`src/sv/ppg_pkg.sv`:
```
// ----------------------------------------------------------------------------
// ppg_pkg
// Shared types, fixed-point constants and tables for the plasma pixel
// generator pipeline.
// ----------------------------------------------------------------------------
package ppg_pkg;

   // Geometry
   localparam int IMAGE_SIZE = 512;
   localparam int PIX_W      = 9;
   localparam int COORD_W    = $clog2(((((1 << PIX_W) - 1) << 16) / IMAGE_SIZE) + 1);
   localparam int SUM_W      = 2 * COORD_W + 1;
   localparam int ROOT_W     = COORD_W + 1;

   // Time, phase and shade widths
   localparam int TIME_W  = 24;
   localparam int PHASE_W = 32;
   localparam int MAG_W   = 15;
   localparam int WAVE_W  = 16;
   localparam int SHADE_W = 15;
   localparam int NUM_WAVES = 4;

   localparam logic [COORD_W-1:0] HALF_Q16 = COORD_W'(32768);
   localparam logic [SHADE_W-1:0] ONE_Q14  = SHADE_W'(16384);

   // constant / (2 pi) in Q.16
   localparam logic [PHASE_W-1:0] KX_12  = PHASE_W'(125165);
   localparam logic [PHASE_W-1:0] KY_9   = PHASE_W'(93873);
   localparam logic [PHASE_W-1:0] KXY_7  = PHASE_W'(73013);
   localparam logic [PHASE_W-1:0] KR_24  = PHASE_W'(250329);
   localparam logic [PHASE_W-1:0] KT_1   = PHASE_W'(10430);
   localparam logic [PHASE_W-1:0] KT_07  = PHASE_W'(7301);
   localparam logic [PHASE_W-1:0] KT_13  = PHASE_W'(13559);
   localparam logic [PHASE_W-1:0] KT_2   = PHASE_W'(20861);

   // Quarter-wave sine, Q1.14, 32 segments
   localparam logic [MAG_W-1:0] QUARTER_SINE [33] = '{
      15'd0,     15'd804,   15'd1606,  15'd2404,  15'd3196,  15'd3981,
      15'd4756,  15'd5520,  15'd6270,  15'd7005,  15'd7723,  15'd8423,
      15'd9102,  15'd9760,  15'd10394, 15'd11003, 15'd11585, 15'd12140,
      15'd12665, 15'd13160, 15'd13623, 15'd14053, 15'd14449, 15'd14811,
      15'd15137, 15'd15426, 15'd15679, 15'd15893, 15'd16069, 15'd16207,
      15'd16305, 15'd16364, 15'd16384
   };

   // Color endpoints, Q16 fractions of full scale: red, green, blue
   localparam logic [16:0] COOL_Q16 [3] = '{17'd2621,  17'd13107, 17'd42598};
   localparam logic [16:0] WARM_Q16 [3] = '{17'd65536, 17'd36045, 17'd9830};

   typedef struct packed {
      logic [PIX_W-1:0] pixel_x;
      logic [PIX_W-1:0] pixel_y;
   } ppg_req_type;

   typedef struct packed {
      logic [7:0] red;
      logic [7:0] green;
      logic [7:0] blue;
   } ppg_rsp_type;

   typedef struct packed {
      logic [COORD_W-1:0] xq;
      logic [COORD_W-1:0] yq;
      logic [SUM_W-1:0]   dist_sq;
   } ppg_dist_type;

   typedef struct packed {
      logic [COORD_W-1:0] xq;
      logic [COORD_W-1:0] yq;
      logic [ROOT_W-1:0]  radius;
   } ppg_polar_type;

endpackage

```
`src/sv/ppg_coord.sv`:
```
// ----------------------------------------------------------------------------
// ppg_coord
// Normalizes the pixel coordinate and forms the squared distance from the
// image center over three stages.
// ----------------------------------------------------------------------------
module ppg_coord import ppg_pkg::*; (
   input  logic         clock,
   input  logic         reset,
   input  logic         in_valid,
   output logic         in_ready,
   input  ppg_req_type  in_data,
   output logic         out_valid,
   input  logic         out_ready,
   output ppg_dist_type out_data
);

   localparam int STAGES = 3;

   typedef struct packed {
      logic [COORD_W-1:0] xq;
      logic [COORD_W-1:0] yq;
      logic [COORD_W-1:0] ax;
      logic [COORD_W-1:0] ay;
   } abs_type;

   typedef struct packed {
      logic [COORD_W-1:0]   xq;
      logic [COORD_W-1:0]   yq;
      logic [2*COORD_W-1:0] ax2;
      logic [2*COORD_W-1:0] ay2;
   } sqr_type;

   logic [STAGES-1:0] vld_ff, vld_in;
   logic [STAGES:0]   adv;
   abs_type           abs_ff, abs_in;
   sqr_type           sqr_ff, sqr_in;
   ppg_dist_type      dist_ff, dist_in;

   always_comb begin
      adv[STAGES] = out_ready;
      for (int k = STAGES - 1; k >= 0; k--) begin
         adv[k] = !vld_ff[k] || adv[k+1];
      end
      vld_in[0] = adv[0] ? in_valid : vld_ff[0];
      for (int k = 1; k < STAGES; k++) begin
         vld_in[k] = adv[k] ? vld_ff[k-1] : vld_ff[k];
      end
   end

   always_comb begin
      abs_in.xq = COORD_W'({in_data.pixel_x, 16'b0} / IMAGE_SIZE);
      abs_in.yq = COORD_W'({in_data.pixel_y, 16'b0} / IMAGE_SIZE);
      abs_in.ax = (abs_in.xq >= HALF_Q16) ? abs_in.xq - HALF_Q16 : HALF_Q16 - abs_in.xq;
      abs_in.ay = (abs_in.yq >= HALF_Q16) ? abs_in.yq - HALF_Q16 : HALF_Q16 - abs_in.yq;

      sqr_in.xq  = abs_ff.xq;
      sqr_in.yq  = abs_ff.yq;
      sqr_in.ax2 = (2*COORD_W)'(abs_ff.ax) * (2*COORD_W)'(abs_ff.ax);
      sqr_in.ay2 = (2*COORD_W)'(abs_ff.ay) * (2*COORD_W)'(abs_ff.ay);

      dist_in.xq      = sqr_ff.xq;
      dist_in.yq      = sqr_ff.yq;
      dist_in.dist_sq = SUM_W'(sqr_ff.ax2) + SUM_W'(sqr_ff.ay2);
   end

   always_ff @(posedge clock) begin
      if (reset) begin
         vld_ff <= '0;
      end else begin
         vld_ff <= vld_in;
      end
      if (adv[0]) abs_ff  <= abs_in;
      if (adv[1]) sqr_ff  <= sqr_in;
      if (adv[2]) dist_ff <= dist_in;
   end

   assign in_ready  = adv[0];
   assign out_valid = vld_ff[STAGES-1];
   assign out_data  = dist_ff;

endmodule

```
`config.mk`:
```
export PLATFORM = sky130hd
export DESIGN_NAME = ppg_coord
export DESIGN_NICKNAME = d
export VERILOG_FILES = /design/src/sv/ppg_pkg.sv /design/src/sv/ppg_coord.sv
export SDC_FILE = /design/constraint.sdc
export NUM_CORES = 1
export LEC_CHECK = 0
export BUFFER_PORTS_ARGS = -buffer_cell sky130_fd_sc_hd__buf_2
export CAP_MARGIN = 15
export CORE_ASPECT_RATIO = 0.7
export CORE_MARGIN = 2
export CORE_UTILIZATION = 55
export DETAILED_ROUTE_END_ITERATION = 10
export HOLD_SLACK_MARGIN = 0.02
export PLACE_DENSITY = 0.9
export SKIP_CTS_REPAIR_TIMING = 1
export SLEW_MARGIN = 20
export SYNTH_ARGS = -nofsm -noshare
export SYNTH_HDL_FRONTEND = slang
export SYNTH_SLANG_ARGS = --single-unit
export TNS_END_PERCENT = 100
```
`constraint.sdc`:
```
create_clock -name clock -period 5.6 [get_ports clock]
set_clock_uncertainty 0.2 [all_clocks]
set_input_delay 0.56 -clock clock [delete_from_list [all_inputs] [get_ports clock]]
set_output_delay 0.56 -clock clock [all_outputs]
set_load 0.01 [all_outputs]
```
Word level (Yosys, flattened, before mapping)
Cells that the tools add are included.
{"block": "totals", "elab_cells": 31, "out_inout_bits": 67, "register_bits": 186, "in_bits": 22}
{"block": "classes", "muxes": 2, "n_reduce_logical": 6, "addsub": 5, "mul": 2, "magnitude_cmp": 2}
{"operator": "16-bit by 16-bit multiplier with 32-bit output", "n": 2}
{"operator": "32-bit by 32-bit adder with 33-bit output", "n": 1}
{"operator": "16-bit >= comparator, second input constant", "n": 2}
{"operator": "16-bit two-way mux", "n": 2}
{"operator": "16-bit subtractor, first input constant", "n": 2}
{"operator": "16-bit subtractor, second input constant", "n": 2}
{"operator": "1-bit logical NOT", "n": 3}
{"operator": "1-bit logical OR", "n": 3}

Logic depth before layout (Yosys ltp)
{"block": "logic_depth", "word_depth": 4, "depth_mapped": 20, "depth_no_buf": 20}

Worst setup path after synthesis
No wires, ideal clock.
{"block": "synth_timing", "path_type": "register to register", "start": "reg abs_ff[29] (netlist bit)", "end": "reg sqr_ff[60] (netlist bit) (data pin)", "n_path_buf": 1, "t_arrival_ps": 4962, "required_ps": 5140, "setup_time_ps": 260, "synth_period_minus_slack_ps": 5422, "setup_slack_ps": 178, "path_stages_with_launch": 19, "path_cell_list": "edfxtp_1 > clkbuf_1 > and2_1 > inv_1 > fa_1 > inv_1 > fa_1 > inv_1 > fa_1 > fa_1 > inv_1 > ha_1 > ha_1 > fa_1 > a21o_1 > a311oi_1 > o21ai_0 > a21oi_1 > xnor2_1"}
{"item": "start: declaration", "line": "ppg_coord.sv:35", "source": "abs_type abs_ff, abs_in;"}
{"item": "start signal: assignment", "line": "ppg_coord.sv:72", "source": "if (adv[0]) abs_ff <= abs_in;"}
{"item": "end signal: assignment", "line": "ppg_coord.sv:73", "source": "if (adv[1]) sqr_ff <= sqr_in;"}
{"item": "end: declaration", "line": "ppg_coord.sv:36", "source": "sqr_type sqr_ff, sqr_in;"}

==> results.sh <==
export IMPL_antenna_found_initial=0
export IMPL_hold_violations=0
export IMPL_ys_seq_elements=124
export IMPL_finalCriticalPeriod_ps=5490
export IMPL_grt_total_usage=0.210
export IMPL_yosys_top_cells_area="edfxtp_1, ha_1, fa_1, inv_1, and2_1"
export IMPL_slew_viol_final=0
export IMPL_vias_per_cell=5.19
export IMPL_fin_tns_setup_ps=0
export IMPL_dr_pass1_iters=4
export IMPL_grt_pass1_wl_mm=30.1
export IMPL_crit_type="flop to flop"
export IMPL_synthArstFlopShare=0
export IMPL_synthFlopType="edfxtp_1"
export IMPL_remaining_drc_errors=0
export IMPL_p_leak_nw=5.32
export IMPL_tightestPinTransition_ps=890
export IMPL_hold_class="input pin to flop"
export IMPL_cts_sinks=124
export IMPL_die_area_mm2=0.0186
export IMPL_rows=40
export IMPL_ys_seq_area_frac=0.384
export IMPL_synth_cells=858
export IMPL_total_power_mw=5.96
export IMPL_ios=89
export IMPL_core_area_mm2=0.0172
export IMPL_io_buffer_count=60
export IMPL_detail_route_antenna_nets=0
export IMPL_drive_above_1_share=0.133
export IMPL_die_h_um=115
export IMPL_setup_viol=0
export IMPL_grt_ovfl_total=0
export IMPL_netlist_area_mm2=0.00963
export IMPL_crit_fanout=9
export IMPL_crit_path_start_kind="flop"
export IMPL_dr_first_iter_drc_count=427
export IMPL_synth_area_per_cell_um2=11.2
export IMPL_num_vias=6187
export IMPL_cts_tree="built"
export IMPL_fin_nets=1167
export IMPL_drt_total_wl_mm=18.5
export IMPL_die_w_um=162
export IMPL_max_cap_viol_count=0
export IMPL_n_antenna_cell=0
export IMPL_crit_arrival_ps=5450
export IMPL_synth_top_area_cell="edfxtp_1"
export IMPL_clockBufferDepth=2
export IMPL_place_gp_congestion=0.910
export IMPL_fin_crit_sh=0.981
export IMPL_power_density_mw_per_mm2=549
export IMPL_grt_max_degree=51
export IMPL_insertion_delay_ps=420
export IMPL_start_util=0.561
export IMPL_wl_per_cell_um=15.5
export IMPL_synth_distinct_cells=50
export IMPL_synth_top_area_frac=0.377
export IMPL_irDropWorstVdd_uv=320
export IMPL_required_ps=5560
export IMPL_max_slew_margin=0.407
export IMPL_yosys_warnings=0
export IMPL_place_hpwl_mm=14.2
export IMPL_cts_buffers=17
export IMPL_synth_edf_count=121
export IMPL_h_tree_depth=4
export IMPL_status="complete, no violations"
export IMPL_syn2layout_area_growth_pct=12.8
export IMPL_root_buffer="clkbuf_16"
export IMPL_grt_pass1_vias=6193
export IMPL_path_clk_slew_ps=60
export IMPL_fmax_mhz=182
export IMPL_cp_end_kind="flop"
## power breakdown
part | internal [mW] | switching [mW] | total, mW | leakage (nW)
clock network | 0.676 | 0.431 | 1.11 | 0.294
logic | 1.46 | 1.93 | 3.40 | 3.70
registers | 1.38 | 0.0717 | 1.46 | 1.33
total | 3.52 | 2.44 | 5.96 | 5.32
## final cells by class
cell class	count	area [µm²]
Tap cell	231	289
Sequential cell	124	3690
Timing Repair Buffer	79	440
Clock buffer	18	439
Inverter	144	542
Clock inverter	14	159
Fill cell	1296	6300
Multi-Input combinational cell	581	5300
## kinds of logic (layout without fill, tap and decap cells)
group           Yosys count  after routing  synth area share
simple gates            185            185            0.0966
buf+inv                 180            255            0.0811
xor+xnor                 55             55            0.0500
flops                   124            124             0.384
other cells               1             28          0.000389
compound gates          110            110            0.0732
fa+ha+maj               198            198             0.310
mux                       5              5           0.00559
## per-layer routing
| layer | track usage | vias to the layer above | part of all wire |
|---|---|---|---|
| met5 | 0 | - | 0 |
| met4 | 0.0572 | 0 | 0.011 |
| met3 | 0.0576 | 17 | 0.063 |
| met2 | 0.330 | 176 | 0.46 |
| met1 | 0.289 | 2978 | 0.47 |
| li1 | - | 3016 | - |
## synth_stat cells (all sizes together), types with 2 or more instances
library cell / n
nor4: 4
buf: 28
mux2: 3
a311oi: 3
nor3: 8
or2: 3
nand2: 47
nor2b: 11
a31oi: 3
xor2: 27
mux2i: 2
and3: 4
nand4: 3
a21oi: 41
edfxtp: 121
a2111oi: 3
inv: 144
nand3: 4
nor4b: 2
fa: 67
o31a: 3
dfxtp: 3
a211oi: 5
o21ai: 22
nor2: 45
nand2b: 5
ha: 131
xnor2: 28
o21bai: 3
a21o: 9
clkbuf: 8
o21a: 6
o211ai: 3
and2: 46
## cell usage in the layout, fill, tap and decap left out, types with 3 or more instances in the layout
cell / n
a211oi_1: 5
a21o_1: 9
a21oi_1: 41
a31oi_1: 3
and2_1: 43
and2_4: 3
and3_1: 4
buf_2: 60
buf_4: 18
clkbuf_16: 17
clkinv_2: 3
clkinv_4: 4
conb_1: 28
dfxtp_1: 3
edfxtp_1: 121
fa_1: 67
ha_1: 129
inv_1: 143
inv_6: 4
mux2_2: 3
nand2_1: 47
nand2b_1: 5
nand3_1: 4
nand4_1: 3
nor2_1: 44
nor2b_1: 10
nor3_1: 8
nor4_1: 4
o211ai_1: 3
o21a_1: 6
o21ai_0: 20
o21bai_1: 3
o31a_1: 3
or2_2: 3
xnor2_1: 28
xor2_1: 27
## worst max-delay path: stages, from the launching register on
cell,delay (ps)
edfxtp_1,520
nand2_1,150
fa_1,550
inv_1,70
fa_1,500
inv_1,50
fa_1,460
fa_1,550
inv_1,50
ha_1,280
ha_1,350
fa_1,480
a21o_1,240
a311oi_1,340
o21ai_0,160
a21oi_1,200
xnor2_1,90
## registers in the layout, indices dropped and copies added, names as in the netlist
name      count
vld_ff        3
abs_ff       34
dist_in      16
out_data     37
sqr_ff       34
## metrics by stage
step	setup slack, ps	instances	utilization	cell area, µm²	hold WS, ps
2_1_floorplan	178	885	-	9730	200
3_3_place_gp	184	1154	0.593	10200	201
3_5_place_dp	68.4	1154	0.593	10200	205
4_1_cts	25.7	1186	0.628	10800	124
5_1_grt	-74.4	1191	0.633	10900	118
6_report	108	1191	0.633	10900	141
## final timing paths
check,start,to,slack (ps),cells past startpoint
worst max-delay path,abs_ff[25]$_DFFE_PP_,sqr_ff[62]$_DFFE_PP_,110,16
worst min-delay path,reset,vld_ff[2]$_SDFFE_PP0P_,140,2
worst max register to register,abs_ff[25]$_DFFE_PP_,sqr_ff[62]$_DFFE_PP_,110,16
worst min register to register,dist_in[60]$_DFFE_PP_,out_data[60]$_DFFE_PP_,220,0
(Power assumes the default switching activity.)
