===== src/sv/ppg_pkg.sv =====
// ----------------------------------------------------------------------------
// ppg_pkg
// Shared types, fixed-point constants and tables for the plasma pixel
// generator pipeline.
// ----------------------------------------------------------------------------
package ppg_pkg;

   // Geometry
   localparam int IMAGE_SIZE = 512;
   localparam int PIX_W      = 9;
   localparam int COORD_W    = $clog2(((((1 << PIX_W) - 1) << 16) / IMAGE_SIZE) + 1);
   localparam int SUM_W      = 2 * COORD_W + 1;
   localparam int ROOT_W     = COORD_W + 1;

   // Time, phase and shade widths
   localparam int TIME_W  = 24;
   localparam int PHASE_W = 32;
   localparam int MAG_W   = 15;
   localparam int WAVE_W  = 16;
   localparam int SHADE_W = 15;
   localparam int NUM_WAVES = 4;

   localparam logic [COORD_W-1:0] HALF_Q16 = COORD_W'(32768);
   localparam logic [SHADE_W-1:0] ONE_Q14  = SHADE_W'(16384);

   // constant / (2 pi) in Q.16
   localparam logic [PHASE_W-1:0] KX_12  = PHASE_W'(125165);
   localparam logic [PHASE_W-1:0] KY_9   = PHASE_W'(93873);
   localparam logic [PHASE_W-1:0] KXY_7  = PHASE_W'(73013);
   localparam logic [PHASE_W-1:0] KR_24  = PHASE_W'(250329);
   localparam logic [PHASE_W-1:0] KT_1   = PHASE_W'(10430);
   localparam logic [PHASE_W-1:0] KT_07  = PHASE_W'(7301);
   localparam logic [PHASE_W-1:0] KT_13  = PHASE_W'(13559);
   localparam logic [PHASE_W-1:0] KT_2   = PHASE_W'(20861);

   // Quarter-wave sine, Q1.14, 32 segments
   localparam logic [MAG_W-1:0] QUARTER_SINE [33] = '{
      15'd0,     15'd804,   15'd1606,  15'd2404,  15'd3196,  15'd3981,
      15'd4756,  15'd5520,  15'd6270,  15'd7005,  15'd7723,  15'd8423,
      15'd9102,  15'd9760,  15'd10394, 15'd11003, 15'd11585, 15'd12140,
      15'd12665, 15'd13160, 15'd13623, 15'd14053, 15'd14449, 15'd14811,
      15'd15137, 15'd15426, 15'd15679, 15'd15893, 15'd16069, 15'd16207,
      15'd16305, 15'd16364, 15'd16384
   };

   // Color endpoints, Q16 fractions of full scale: red, green, blue
   localparam logic [16:0] COOL_Q16 [3] = '{17'd2621,  17'd13107, 17'd42598};
   localparam logic [16:0] WARM_Q16 [3] = '{17'd65536, 17'd36045, 17'd9830};

   typedef struct packed {
      logic [PIX_W-1:0] pixel_x;
      logic [PIX_W-1:0] pixel_y;
   } ppg_req_type;

   typedef struct packed {
      logic [7:0] red;
      logic [7:0] green;
      logic [7:0] blue;
   } ppg_rsp_type;

   typedef struct packed {
      logic [COORD_W-1:0] xq;
      logic [COORD_W-1:0] yq;
      logic [SUM_W-1:0]   dist_sq;
   } ppg_dist_type;

   typedef struct packed {
      logic [COORD_W-1:0] xq;
      logic [COORD_W-1:0] yq;
      logic [ROOT_W-1:0]  radius;
   } ppg_polar_type;

endpackage


===== src/sv/ppg_isqrt.sv =====
// ----------------------------------------------------------------------------
// ppg_isqrt
// Pipelined floor integer square root of the squared radius, two
// restoring steps per stage.
// ----------------------------------------------------------------------------
module ppg_isqrt import ppg_pkg::*; (
   input  logic          clock,
   input  logic          reset,
   input  logic          in_valid,
   output logic          in_ready,
   input  ppg_dist_type  in_data,
   output logic          out_valid,
   input  logic          out_ready,
   output ppg_polar_type out_data
);

   localparam int STAGES = (ROOT_W + 1) / 2;
   localparam int RW     = 2 * ROOT_W + 1;

   typedef struct packed {
      logic [RW-1:0]      rem;
      logic [RW-1:0]      root;
      logic [COORD_W-1:0] xq;
      logic [COORD_W-1:0] yq;
   } sq_stage_type;

   logic [STAGES-1:0] vld_ff, vld_in;
   logic [STAGES:0]   adv;
   sq_stage_type      stg_ff  [STAGES];
   sq_stage_type      stg_in  [STAGES];
   sq_stage_type      src     [STAGES];

   always_comb begin
      adv[STAGES] = out_ready;
      for (int k = STAGES - 1; k >= 0; k--) begin
         adv[k] = !vld_ff[k] || adv[k+1];
      end
      vld_in[0] = adv[0] ? in_valid : vld_ff[0];
      for (int k = 1; k < STAGES; k++) begin
         vld_in[k] = adv[k] ? vld_ff[k-1] : vld_ff[k];
      end
   end

   always_comb begin
      sq_stage_type      cur;
      logic [RW-1:0]     bit_v;
      logic [RW-1:0]     trial;
      int                j;
      src[0].rem  = RW'(in_data.dist_sq);
      src[0].root = '0;
      src[0].xq   = in_data.xq;
      src[0].yq   = in_data.yq;
      for (int k = 1; k < STAGES; k++) begin
         src[k] = stg_ff[k-1];
      end
      for (int k = 0; k < STAGES; k++) begin
         cur = src[k];
         for (int i = 0; i < 2; i++) begin
            j = 2 * k + i;
            if (j < ROOT_W) begin
               bit_v = RW'(1) << (2 * (ROOT_W - 1 - j));
               trial = cur.root + bit_v;
               if (cur.rem >= trial) begin
                  cur.rem  = cur.rem - trial;
                  cur.root = (cur.root >> 1) + bit_v;
               end else begin
                  cur.root = cur.root >> 1;
               end
            end
         end
         stg_in[k] = cur;
      end
   end

   always_ff @(posedge clock) begin
      if (reset) begin
         vld_ff <= '0;
      end else begin
         vld_ff <= vld_in;
      end
      for (int k = 0; k < STAGES; k++) begin
         if (adv[k]) stg_ff[k] <= stg_in[k];
      end
   end

   assign in_ready        = adv[0];
   assign out_valid       = vld_ff[STAGES-1];
   assign out_data.xq     = stg_ff[STAGES-1].xq;
   assign out_data.yq     = stg_ff[STAGES-1].yq;
   assign out_data.radius = stg_ff[STAGES-1].root[ROOT_W-1:0];

endmodule


===== config.mk =====
export PLATFORM = sky130hd
export DESIGN_NAME = ppg_isqrt
export DESIGN_NICKNAME = d
export VERILOG_FILES = /design/src/sv/ppg_pkg.sv /design/src/sv/ppg_isqrt.sv
export SDC_FILE = /design/constraint.sdc
export NUM_CORES = 1
export LEC_CHECK = 0
export BUFFER_PORTS_ARGS = -buffer_cell sky130_fd_sc_hd__buf_2
export CAP_MARGIN = 20
export CELL_PAD_IN_SITES_DETAIL_PLACEMENT = 1
export CELL_PAD_IN_SITES_GLOBAL_PLACEMENT = 1
export CORE_MARGIN = 1.5
export CORE_UTILIZATION = 52
export DETAILED_ROUTE_END_ITERATION = 8
export GPL_ROUTABILITY_DRIVEN = 0
export HOLD_SLACK_MARGIN = 0.15
export PLACE_DENSITY_LB_ADDON = 0.12
export SLEW_MARGIN = 20
export SYNTH_ARGS = -nofsm -noshare
export SYNTH_HDL_FRONTEND = slang
export SYNTH_SLANG_ARGS = --single-unit

===== constraint.sdc =====
create_clock -name clock -period 9.1 [get_ports clock]
set_input_delay 1.365 -clock clock [delete_from_list [all_inputs] [get_ports clock]]
set_output_delay 1.365 -clock clock [all_outputs]
set_load 0.02 [all_outputs]

# [After elaboration in Yosys (flattened, before gate mapping)]
# Memory sizes are Yosys's and may differ from the RTL's.
# Cells that the tools add are included.
[totals] ff_bits=9 latchBits=0 ramBits=918 mem_bits_ro=0 word_cells=146 memories=1
[classes] n_addsub=49 mul=0 n_div=0 order_cmp=17 eq_ne=0 shifts=0 n_mux=52 n_bitwise=0 reduce_logical=18
[memory_table] name="stg_ff" depth=9 word_bits=102 read_ports=9 rd_ports_with_merged_regs=0 wr=9 line="ppg_isqrt.sv:29" source="sq_stage_type stg_ff [STAGES];"
[op_table] cell="2-to-1 mux 35 bit" count=33
[op_table] cell=">= comparator 35 bit" count=16
[op_table] cell="subtractor 35 bit" count=16
[op_table] cell="adder 34 x 1 -> 35 bit, second input constant" count=1
[op_table] cell="adder 34 x 11 -> 35 bit, second input constant" count=1
[op_table] cell="adder 34 x 13 -> 35 bit, second input constant" count=1
[op_table] cell="adder 34 x 15 -> 35 bit, second input constant" count=1
[op_table] cell="adder 34 x 17 -> 35 bit, second input constant" count=1
[op_table] cell="adder 34 x 19 -> 35 bit, second input constant" count=1
[op_table] cell="adder 34 x 21 -> 35 bit, second input constant" count=1
[op_table] cell="adder 34 x 23 -> 35 bit, second input constant" count=1
[op_table] cell="adder 34 x 25 -> 35 bit, second input constant" count=1
[op_table] cell="adder 34 x 27 -> 35 bit, second input constant" count=1
[op_table] cell="adder 34 x 29 -> 35 bit, second input constant" count=1
[op_table] cell="adder 34 x 3 -> 35 bit, second input constant" count=1
[op_table] cell="adder 34 x 31 -> 35 bit, second input constant" count=1
[op_table] cell="adder 34 x 5 -> 35 bit, second input constant" count=1
[op_table] cell="adder 34 x 7 -> 35 bit, second input constant" count=1
[op_table] cell="adder 34 x 9 -> 35 bit, second input constant" count=1
[op_table] cell="adder 35 x 1 -> 35 bit, second input constant" count=1
[op_table] cell="adder 35 x 11 -> 35 bit, second input constant" count=1
[op_table] cell="adder 35 x 13 -> 35 bit, second input constant" count=1
[op_table] cell="adder 35 x 15 -> 35 bit, second input constant" count=1
[op_table] cell="adder 35 x 17 -> 35 bit, second input constant" count=1
[op_table] cell="other kinds (17)" count=50

# [Logic depth before layout (Yosys ltp)]
# Gate-level depths: netlist of the first run.
[logic_depth] ltp_word=12 ltp_mapped=27 depth_no_buf=22

# [Least setup slack after synthesis of the first run]
# No wires, ideal clock.
[synth_path] path_kind="input to output" start="input out_ready" end="output in_ready" t_arrival_ns=6.405 path_slack_ns=1.330 stages=6 path_buffers=0 cell_sequence="nor2b_1 -> and2_1 -> and3_1 -> nand3_1 -> nor2_1 -> nand3_1"
[synth_between] elab_chain_cells=9
[synth_lines] item="from (decl)" line="ppg_isqrt.sv:13" source="input logic out_ready,"
[synth_lines] item="logical OR 1 bit (6 in series)" line="ppg_isqrt.sv:36" source="adv[k] = !vld_ff[k] || adv[k+1];"
[synth_lines] item="named net adv[3]" line="ppg_isqrt.sv:28" source="logic [STAGES:0] adv;"
[synth_lines] item="logical OR 1 bit (3 in series)" line="ppg_isqrt.sv:36"
[synth_lines] item="to (decl)" line="ppg_isqrt.sv:10" source="output logic in_ready,"
# The timed path passes the listed nets, and every way through them passes these cells.

==> impl_metrics.tcl, run 1 <==
set metrics [dict create \
    drt_iter0_drc 956 \
    die_h_um 254.4 \
    arrival_ns 7.44 \
    ctsHoldBuffers 0 \
    grt_pass1_wl_um 126400 \
    cts_tree "built" \
    cts.sinks 666 \
    cell_internal_pwr_mw 7.253 \
    r2r_setup_slack_ns 2.01 \
    grt_pass1_vias 23460 \
    crit_required_ns 9.45 \
    place_area_um2 34410 \
    netlist_instances 2641 \
    syn_area_um2 32860 \
    routed_wirelength_um 80200 \
    grt_max_degree 84 \
    cts_max_path_buffers 3 \
    dp_slack_ns 2.026 \
    post_drt_wl_per_cell_um 21.75 \
    finalInstanceArea_um2 36860 \
    synth_area_leader_cell "edfxtp_1" \
    drive_gt1_share_pct 11.20 \
    vias_per_cell 5.853 \
    power_density_nw_per_um2 299.5 \
    groute.usage.overall_pct 25.13 \
    yosys_most_used_dff "edfxtp_1" \
    outcome "finished, final reports clean" \
    fin_ws_ns 2.013 \
    hpwlAfterDp_um 60070 \
    switchingPower_mw 3.786 \
    fillCellCount 6234 \
    clkSlewWorstSetupHoldPaths_ns 0.06 \
    fin_cells 3688 \
    crit_fanout 30 \
    post-cts-setup-buffers 0 \
    tns_ns 0 \
    syn2layout_area_growth_pct 12.16 \
    row_count 91 \
    hold_ws_ns 0.4161 \
    yosysUniqueCellTypes 98 \
    placed_cells 3556 \
    drcViolationCount 0 \
    synth_edf_count 657 \
    first_pass_iters 5 \
    cts_resized 0 \
    multi_input_comb_area_um2 12140 \
    vias 21590 \
    syn_area_per_cell_um2 12.44 \
    worst_pin_slew_ns 1.018 \
    core_area_um2 62050 \
    cts_buffers 71 \
    ctsRootBufferMaster "clkbuf_16" \
    min_period_ns 7.087 \
    start_util_pct 52.96 \
    overflow 0 \
    syn_nets 2877 \
    ir_drop_mv 0.2169 \
    setup_viol 0 \
    finalClockSkew_ns 0.01532 \
    hold_class "reg -> reg" \
    seq_area_um2 19910 \
    clock_latency_ns 0.62 \
    seqPwrFrac_pct 39.8 \
    path_class "reg -> reg" \
    cp-end-kind "flop" \
    power_frac_clock_pct 26.8 \
    num_io_pins 120 \
    cellLeakagePower_nw 14.64 \
    finalCritPeriodShare_pct 77.88 \
    portBuffers 119 \
    synth_seq_cells 666 \
    startpoint_type "flop" \
    postLayoutCoreUtil_pct 59.40 \
    power.total_mw 11.04 \
    htreeDepth 3 \
    antenna_found_initial 2 \
    max_freq_ghz 0.1411 \
    max_slew_margin_pct 30.37 \
    die_x_um 254.4 \
    ys_seq_area_share_pct 60.58 \
    swShare_pct 34.30 \
    finalHoldViolCount 0 \
    yosys_warnings 0 \
    antenna_left 0 \
    async_flop_share_pct 0 \
    fin_nets 3029 \
    power_frac_comb_pct 33.4 \
    rsz0062_at_grt "no" \
    synth.most_common_cell "edfxtp_1" \
    synthTopCellsByArea "edfxtp_1 60%, ha_1 6.4%, xnor2_1 3.4%, xor2_1 2.4%, a21oi_1 2.3%" \
    dieArea_um2 64710 \
    max-cap-violations 0 \
    synthTopCellsByCount "657 x edfxtp_1, 188 x nor2_1, 185 x nand2_1, 167 x ha_1, 157 x inv_1" \
    maxSlewViolCount 0 \
    synth_top_cell_area_share_pct 60.03 \
]
## logic make-up after synthesis
logic type,Yosys count,synth area share (%)
compound gates,555,11.19
mux,34,1.112
simple gates,782,12.22
fa+ha+maj,168,6.393
buf+inv,218,2.665
flops,666,60.58
xor+xnor,218,5.833
## cell usage in the layout, fill, tap and decap left out, types with 89 or more instances in the layout
master    Yosys  routed
edfxtp_1    657     657
nand2_1     185     182
ha_1        167     167
a21oi_1     151     151
nor2_1      188     188
buf_2        10     119
o21ai_0     102     102
inv_1       157     153
xnor2_1     128     128
xor2_1       89      89
## power groups by stage
stage	Clock [mW]	Combinational [mW]	Sequential [mW]
global placement	0	3.49	4.42
finish	2.96	3.69	4.39
CTS	3.02	3.68	4.39
global route	3.10	4.09	4.44
detailed placement	0	3.65	4.44
floorplan	0	2.83	4.27
## registers in the layout, indices dropped and copies added (netlist names)
name / cells
stg_ff: 657
vld_ff: 9
## critical path, cell delays in order (launching register included)
cell and delay [ns]:
edfxtp_1 0.41, inv_1 0.10, ha_1 0.38, o21ai_0 0.28, a21oi_1 0.20, and3_1 0.24, a221oi_1 0.56, nand2_1 0.66
a21oi_1 0.47, ha_1 0.40, a31o_2 0.29, a21o_1 0.21, a21o_1 0.19, a21o_1 0.20, a21o_1 0.19, a211o_1 0.35
a41oi_1 0.37, o2bb2ai_1 0.20, nor2b_4 0.68, mux2_1 0.42
## routing by layer
layer | share of wire (%) | wire, um | global-route usage [%]
met1 | 39 | 31510 | 27.62
met2 | 53 | 42550 | 47.36
met3 | 3.0 | 2426 | 3.491
met4 | 4.6 | 3709 | 12.11
met5 | 0 | 0 | 0
## path summary, 6_finish.rpt
| check | from | endpoint | depth (start not counted) |
|---|---|---|---|
| max | stg_ff[0][653] | stg_ff[0][796] | 19 |
| min | stg_ff[0][630] | stg_ff[0][732] | 0 |
| max reg2reg | stg_ff[0][653] | stg_ff[0][796] | 19 |
| min reg2reg | stg_ff[0][630] | stg_ff[0][732] | 0 |
## final cells by class
class                   instances  area share, %
diodes                          2        0.01358
clock buffers                  83          5.112
clock inverters                46          1.439
inverters                     164          1.677
multi-input cells            1757          32.95
flip-flops and latches        666          54.02
well taps                     837          2.841
repair buffers                133          1.955
No activity file was read; power rests on OpenSTA's default activity.
==> run 2: changes to the inputs <==
--- a/config.mk
+++ b/config.mk
@@ -5,12 +5,13 @@
 export SDC_FILE = /design/constraint.sdc
 export NUM_CORES = 1
 export LEC_CHECK = 0
+export ABC_AREA = 1
 export BUFFER_PORTS_ARGS = -buffer_cell sky130_fd_sc_hd__buf_2
 export CAP_MARGIN = 20
 export CELL_PAD_IN_SITES_DETAIL_PLACEMENT = 1
 export CELL_PAD_IN_SITES_GLOBAL_PLACEMENT = 1
 export CORE_MARGIN = 1.5
-export CORE_UTILIZATION = 52
+export CORE_UTILIZATION = 44
 export DETAILED_ROUTE_END_ITERATION = 8
 export GPL_ROUTABILITY_DRIVEN = 0
 export HOLD_SLACK_MARGIN = 0.15
==> constraint.sdc (replaced) <==
create_clock -name clock -period 6.5 [get_ports clock]
set_input_delay 0.975 -clock clock [delete_from_list [all_inputs] [get_ports clock]]
set_output_delay 0.975 -clock clock [all_outputs]
set_load 0.02 [all_outputs]
==> impl_metrics.tcl, run 2 <==
set metrics [dict create \
    drive_gt1_share_pct 9.266 \
    regMostFlops "stg_ff" \
    htreeDepth 3 \
    synth-adder-area-share_pct 5.719 \
    crit_required_ns 6.85 \
    die_h_um 291.2 \
    hpwlAfterDp_um 83450 \
    ctsHoldBuffers 0 \
    die_x_um 291.2 \
    synthTopCellsByCount "1057 x nand2_1, 657 x edfxtp_1, 567 x inv_1, 368 x nor2_1, 253 x nand3_1" \
    fin_nets 4386 \
    drt_iter0_drc 1514 \
    max-cap-violations 0 \
    largest_register_ffs 657 \
    finalHoldViolCount 0 \
    synth_edf_count 657 \
    slowest_stage "inv_1" \
    start_util_pct 44.50 \
    first_pass_iters 5 \
    power_density_nw_per_um2 437.4 \
    cts_tree "built" \
    hold_class "reg -> reg" \
    post-cts-setup-buffers 0 \
    synthMuxAreaShare_pct 0 \
    finalInstanceArea_um2 40940 \
    synth_compound_area_share_pct 6.400 \
    groute.usage.overall_pct 24.78 \
    ys_seq_area_share_pct 54.49 \
    synth_seq_cells 666 \
    overflow 0 \
    syn_nets 4212 \
    place_area_um2 38400 \
    post_drt_wl_per_cell_um 19.92 \
    path_class "reg -> reg" \
    crit_fanout 31 \
    grt_max_degree 79 \
    arrival_ns 6.12 \
    vias_per_cell 5.237 \
    clkSlewWorstSetupHoldPaths_ns 0.06 \
    clock_latency_ns 0.64 \
    core_area_um2 82110 \
    startpoint_type "flop" \
    layout_common_cells "1056 x nand2_1, 657 x edfxtp_1, 559 x inv_1" \
    cp-end-kind "flop" \
    path_cells "inv_1 > ha_1 > nand2_1 > inv_1 > nand2_1 > nor2_2 > nand2_1 > nor2_1 > nor2_2 > nand2_4 > inv_1 > o21ai_0 > ha_1 > nand2_1 > nor2_1 > inv_1 > nor4b_1 > nand4_1 > nor3_1 > nand2_1 > nand3_2 > inv_2 > nand2_1 > o21ai_1" \
    path_delay_family "simple AND/OR/NAND/NOR gates" \
    finalClockSkew_ns 0.04065 \
    vias 27650 \
    yosys_most_used_dff "edfxtp_1" \
    cellLeakagePower_nw 18.09 \
    max_slew_margin_pct 29.08 \
    synth-simple-area-share_pct 23.39 \
    antenna_left 0 \
    drcViolationCount 0 \
    synth_top_cell_area_share_pct 54.00 \
    yosysUniqueCellTypes 58 \
    cts.sinks 666 \
    row_count 105 \
    maxSlewViolCount 0 \
    critPathBufInv 5 \
    num_io_pins 120 \
    portBuffers 119 \
    antenna_found_initial 5 \
    syn_area_per_cell_um2 9.189 \
    grt_pass1_wl_um 163600 \
    fillCellCount 9518 \
    max_freq_ghz 0.1734 \
    diodes 0 \
    ir_drop_mv 0.2353 \
    slowest_delay_ns 0.66 \
    synth-xor-area-share_pct 3.260 \
    outcome "finished, final reports clean" \
    netlist_instances 3976 \
    synth_top_family_by_area "simple AND/OR/NAND/NOR gates" \
    syn_area_um2 36540 \
    dieArea_um2 84770 \
    cts_buffers 73 \
    top_regs "stg_ff: 657 flops, vld_ff: 9 flops" \
    ctsRootBufferMaster "clkbuf_16" \
    min_period_ns 5.768 \
    async_flop_share_pct 0 \
    setup_viol 0 \
    layout_commonest_cell "nand2_1" \
    cts_resized 0 \
    syn2layout_area_growth_pct 12.05 \
    synth_area_leader_cell "edfxtp_1" \
    grt_pass1_vias 28940 \
    rsz0062_at_grt "no" \
    routed_wirelength_um 105200 \
    cts_max_path_buffers 3 \
    synth.most_common_cell "nand2_1" \
    synthTopCellsByArea "edfxtp_1 54%, nand2_1 11%, inv_1 5.8%, ha_1 5.7%, nor2_1 3.8%" \
    worst_pin_slew_ns 1.064 \
    path_common_cell "nand2_1" \
    yosys_warnings 0 \
    postLayoutCoreUtil_pct 49.86 \
    finalCritPeriodShare_pct 88.74 \
]
==> run 2: logic make-up (layout without fill, tap and decap cells) <==
| kind of cell | Yosys count | count (layout) |
|---|---|---|
| DFF | 666 | 666 |
| and+or+nand+nor | 1961 | 1961 |
| buffers and inverters | 617 | 850 |
| adders and majority gates | 167 | 167 |
| AOI/OAI and AO/OA | 429 | 429 |
| xor gates and xnor gates | 136 | 136 |
==> run 2: worst register-to-register path, stage by stage, from the launching register on <==
cell and delay, ns:
edfxtp_1 0.51, inv_1 0.15, ha_1 0.40, nand2_1 0.14, inv_1 0.08, nand2_1 0.10
nor2_2 0.05, nand2_1 0.07, nor2_1 0.05, nor2_2 0.26, nand2_4 0.29, inv_1 0.67
o21ai_0 0.37, ha_1 0.48, nand2_1 0.14, nor2_1 0.26, inv_1 0.11, nor4b_1 0.26
nand4_1 0.24, nor3_1 0.20, nand2_1 0.11, nand3_2 0.10, inv_2 0.22, nand2_1 0.14
o21ai_1 0.11
==> run 2: final cells by class <==
| class | instances | area [um2] | share of cell area, % |
|---|---|---|---|
| Clock buffer | 89 | 1917 | 4.682 |
| Inverter | 583 | 2221 | 5.425 |
| Clock inverter | 45 | 618.1 | 1.510 |
| Sequential cell | 666 | 19910 | 48.63 |
| Timing Repair Buffer | 133 | 700.7 | 1.712 |
| Multi-Input combinational cell | 2693 | 14230 | 34.77 |
| Tap cell | 1070 | 1339 | 3.270 |
==> run 2: final timing paths <==
path | start | slack, ns | endpoint | cells past startpoint
setup reg to reg | stg_ff[0][663] | 0.73 | stg_ff[0][792] | 24
hold reg to reg | stg_ff[0][728] | 0.41 | stg_ff[0][830] | 0
hold / removal | stg_ff[0][728] | 0.41 | stg_ff[0][830] | 0
setup / recovery | stg_ff[0][663] | 0.73 | stg_ff[0][792] | 24
==> run 2: per-stage QoR <==
stage	total power [mW]	setup WS, ns	setup TNS, ns	cells	hold WS (ns)
final	17.91	0.7318	0	5279	0.4146
after global routing	19.14	0.3906	0	5279	0.4172
after CTS	17.99	0.7851	0	5279	0.4132
after detailed placement	13.59	0.8254	0	5145	0.4057
after global placement	13.46	0.9139	0	5145	0.4001
after floorplan	11.39	-5.429	-1354.71	3976	0.4003
==> run 2: routing by layer <==
metal,vias up,wire [um],GRT usage [%]
li1,13650,-,-
met5,-,0,0
met1,13420,46130,31.28
met3,129,3038,2.321
met2,447,53740,45.39
met4,0,2251,6.117
==> run 2: power breakdown <==
part	switching (mW)	leakage, nW	internal (mW)
logic	5.03	9.96	2.34
registers	0.537	6.90	5.65
clock network	1.80	1.23	2.55
total	7.37	18.1	10.5
==> run 3: changes to the inputs <==
--- a/config.mk
+++ b/config.mk
@@ -15,7 +15,7 @@
 export DETAILED_ROUTE_END_ITERATION = 8
 export GPL_ROUTABILITY_DRIVEN = 0
 export HOLD_SLACK_MARGIN = 0.15
-export PLACE_DENSITY_LB_ADDON = 0.12
+export PLACE_DENSITY = 0.83
 export SLEW_MARGIN = 20
 export SYNTH_ARGS = -nofsm -noshare
 export SYNTH_HDL_FRONTEND = slang
==> constraint.sdc (replaced) <==
create_clock -name clock -period 6.5 [get_ports clock]
set_input_delay 0.975 -clock clock [delete_from_list [all_inputs] [get_ports clock]]
set_output_delay 0.975 -clock clock [all_outputs]
set_load 0.005 [all_outputs]
==> impl_metrics.tcl, run 3 (synthesis gave the netlist of run 2 again) <==
set metrics [dict create \
    cts_max_path_buffers 3 \
    vias 30100 \
    max-cap-violations 0 \
    antenna_found_initial 7 \
    groute.usage.overall_pct 28.07 \
    grt_pass1_vias 31280 \
    grt_pass1_wl_um 183000 \
    overflow 0 \
    routed_wirelength_um 122600 \
    ctsRootBufferMaster "clkbuf_16" \
    cp.depth 22 \
    num_io_pins 120 \
    rsz0062_at_grt "no" \
    finalHoldViolCount 0 \
    regMostFlops "stg_ff" \
    critPathBufInv 4 \
    drt_iter0_drc 2480 \
    cellLeakagePower_nw 17.99 \
    cts_tree "built" \
    row_count 105 \
    portBuffers 119 \
    path_delay_family "simple AND/OR/NAND/NOR gates" \
    layout_commonest_cell "nand2_1" \
    slowest_delay_ns 0.55 \
    crit_fanout 31 \
    reg2reg_depth 22 \
    outcome "finished, final reports clean" \
    cp-end-kind "flop" \
    min_period_ns 6.114 \
    postLayoutCoreUtil_pct 49.67 \
    ctsHoldBuffers 0 \
    maxSlewViolCount 0 \
    fin_nets 4382 \
    core_area_um2 82110 \
    grt_max_degree 81 \
    antenna_left 0 \
    largest_register_ffs 657 \
    power.total_mw 18.03 \
    power_density_nw_per_um2 442.1 \
    switchingPower_mw 7.676 \
    start_util_pct 44.50 \
    finalClockSkew_ns 0.03011 \
    cts_buffers 71 \
    max_slew_margin_pct 27.02 \
    htreeDepth 3 \
    path_class "reg -> reg" \
    setup_viol 0 \
    startpoint_type "flop" \
    max_freq_ghz 0.1636 \
    syn2layout_area_growth_pct 11.62 \
    arrival_ns 6.57 \
    top_regs "stg_ff: 657 flops, vld_ff: 9 flops" \
    hpwlAfterDp_um 85490 \
    die_h_um 291.2 \
    power_frac_clock_pct 23.6 \
    power_frac_comb_pct 41.8 \
    hold_class "reg -> reg" \
    path_common_cell "nand2_1" \
    vias_per_cell 5.703 \
    die_x_um 291.2 \
    clock_latency_ns 0.65 \
    layout_common_cells "1056 x nand2_1, 657 x edfxtp_1, 559 x inv_1" \
    path_cells "inv_1 > ha_1 > nand2_1 > nor2_1 > nand4_1 > nor2_1 > nor2_2 > nand2_4 > inv_1 > o21ai_0 > ha_1 > a21oi_1 > nand2_1 > nand2_1 > nand2_1 > nand2_1 > nand2_1 > inv_1 > nand3_2 > inv_6 > nand2_1 > o21ai_1" \
    cts.sinks 666 \
    seqPwrFrac_pct 34.6 \
    finalCritPeriodShare_pct 94.05 \
    worst_pin_slew_ns 1.095 \
    swShare_pct 42.58 \
    crit_required_ns 6.95 \
    cell_internal_pwr_mw 10.35 \
    drcViolationCount 0 \
    clkSlewWorstSetupHoldPaths_ns 0.07 \
    hold_depth 0 \
    r2r_setup_slack_ns 0.39 \
    drive_gt1_share_pct 9.039 \
    slowest_stage "o21ai_0" \
    dieArea_um2 84770 \
    ir_drop_mv 0.2376 \
    post_drt_wl_per_cell_um 23.23 \
    first_pass_iters 6 \
]
==> run 3: cell types whose count changed in the layout (fill, tap and decap cells not counted), moves of 4 or more <==
cell,previous run,this run
buf_4,14,9
bufinv_16,10,5
clkinv_4,4,0
diode_2,0,4
==> run 3: area by class of cell <==
class	instances	area, um2
multi-input cells	2693	14230
flip-flops and latches	666	19910
fillers	9441	41330
clock buffers	93	1941
clock inverters	38	426.7
inverters	583	2226
repair buffers	131	696.9
well taps	1070	1339
diodes	4	10.01
==> run 3: repair_timing <==
item                       in CTS  in global routing
buffers inserted                0                  0
setup endpoints to repair       0                 19
resized for setup               0                  3
==> run 3: power by group through the flow <==
stage          sequential, mW  clock, mW  combinational (mW)
4_1_cts                  6.21       4.26                7.40
2_1_floorplan            5.98          0                5.38
6_report                 6.24       4.26                7.53
5_1_grt                  6.28       4.40                8.40
3_5_place_dp             6.28          0                7.25
3_3_place_gp             6.24          0                6.97
==> run 3: worst register-to-register path: stages (launching register included) <==
cell,delay [ns]
edfxtp_1,0.47
inv_1,0.15
ha_1,0.40
nand2_1,0.13
nor2_1,0.34
nand4_1,0.17
nor2_1,0.21
nor2_2,0.10
nand2_4,0.32
inv_1,0.46
o21ai_0,0.56
ha_1,0.38
a21oi_1,0.27
nand2_1,0.16
nand2_1,0.11
nand2_1,0.15
nand2_1,0.12
nand2_1,0.09
inv_1,0.12
nand3_2,0.47
inv_6,0.45
nand2_1,0.14
o21ai_1,0.16
==> run 3: path summary, 6_finish.rpt <==
path / start / end
worst max-delay path: stg_ff[0][651] / stg_ff[0][784]
worst max register to register: stg_ff[0][651] / stg_ff[0][784]
worst min-delay path: stg_ff[0][412] / stg_ff[0][514]
worst min register to register: stg_ff[0][412] / stg_ff[0][514]
==> run 3: per-stage QoR <==
stage | std cells | worst slack [ns] | area [um2] | hold WS [ns] | TNS [ns]
6_report | 5278 | 0.3865 | 40780 | 0.4121 | 0
3_5_place_dp | 5143 | 0.5955 | 38390 | 0.4061 | 0
4_1_cts | 5274 | 0.3374 | 40760 | 0.4034 | 0
5_1_grt | 5276 | 0.03637 | 40780 | 0.4139 | 0
3_3_place_gp | 5143 | 1.022 | 38390 | 0.4003 | 0
2_1_floorplan | 3976 | -5.429 | 36630 | 0.4003 | -1352.33
==> run 3: metal layers <==
layer / GRT usage [%] / part of all wire, % / vias to the layer above
met2: 49.91 / 50 / 1281
met3: 4.207 / 5.7 / 422
met4: 14.94 / 5.9 / 2
li1: - / - / 13660
met5: 0 / 0.0098 / -
met1: 32.57 / 38 / 14730
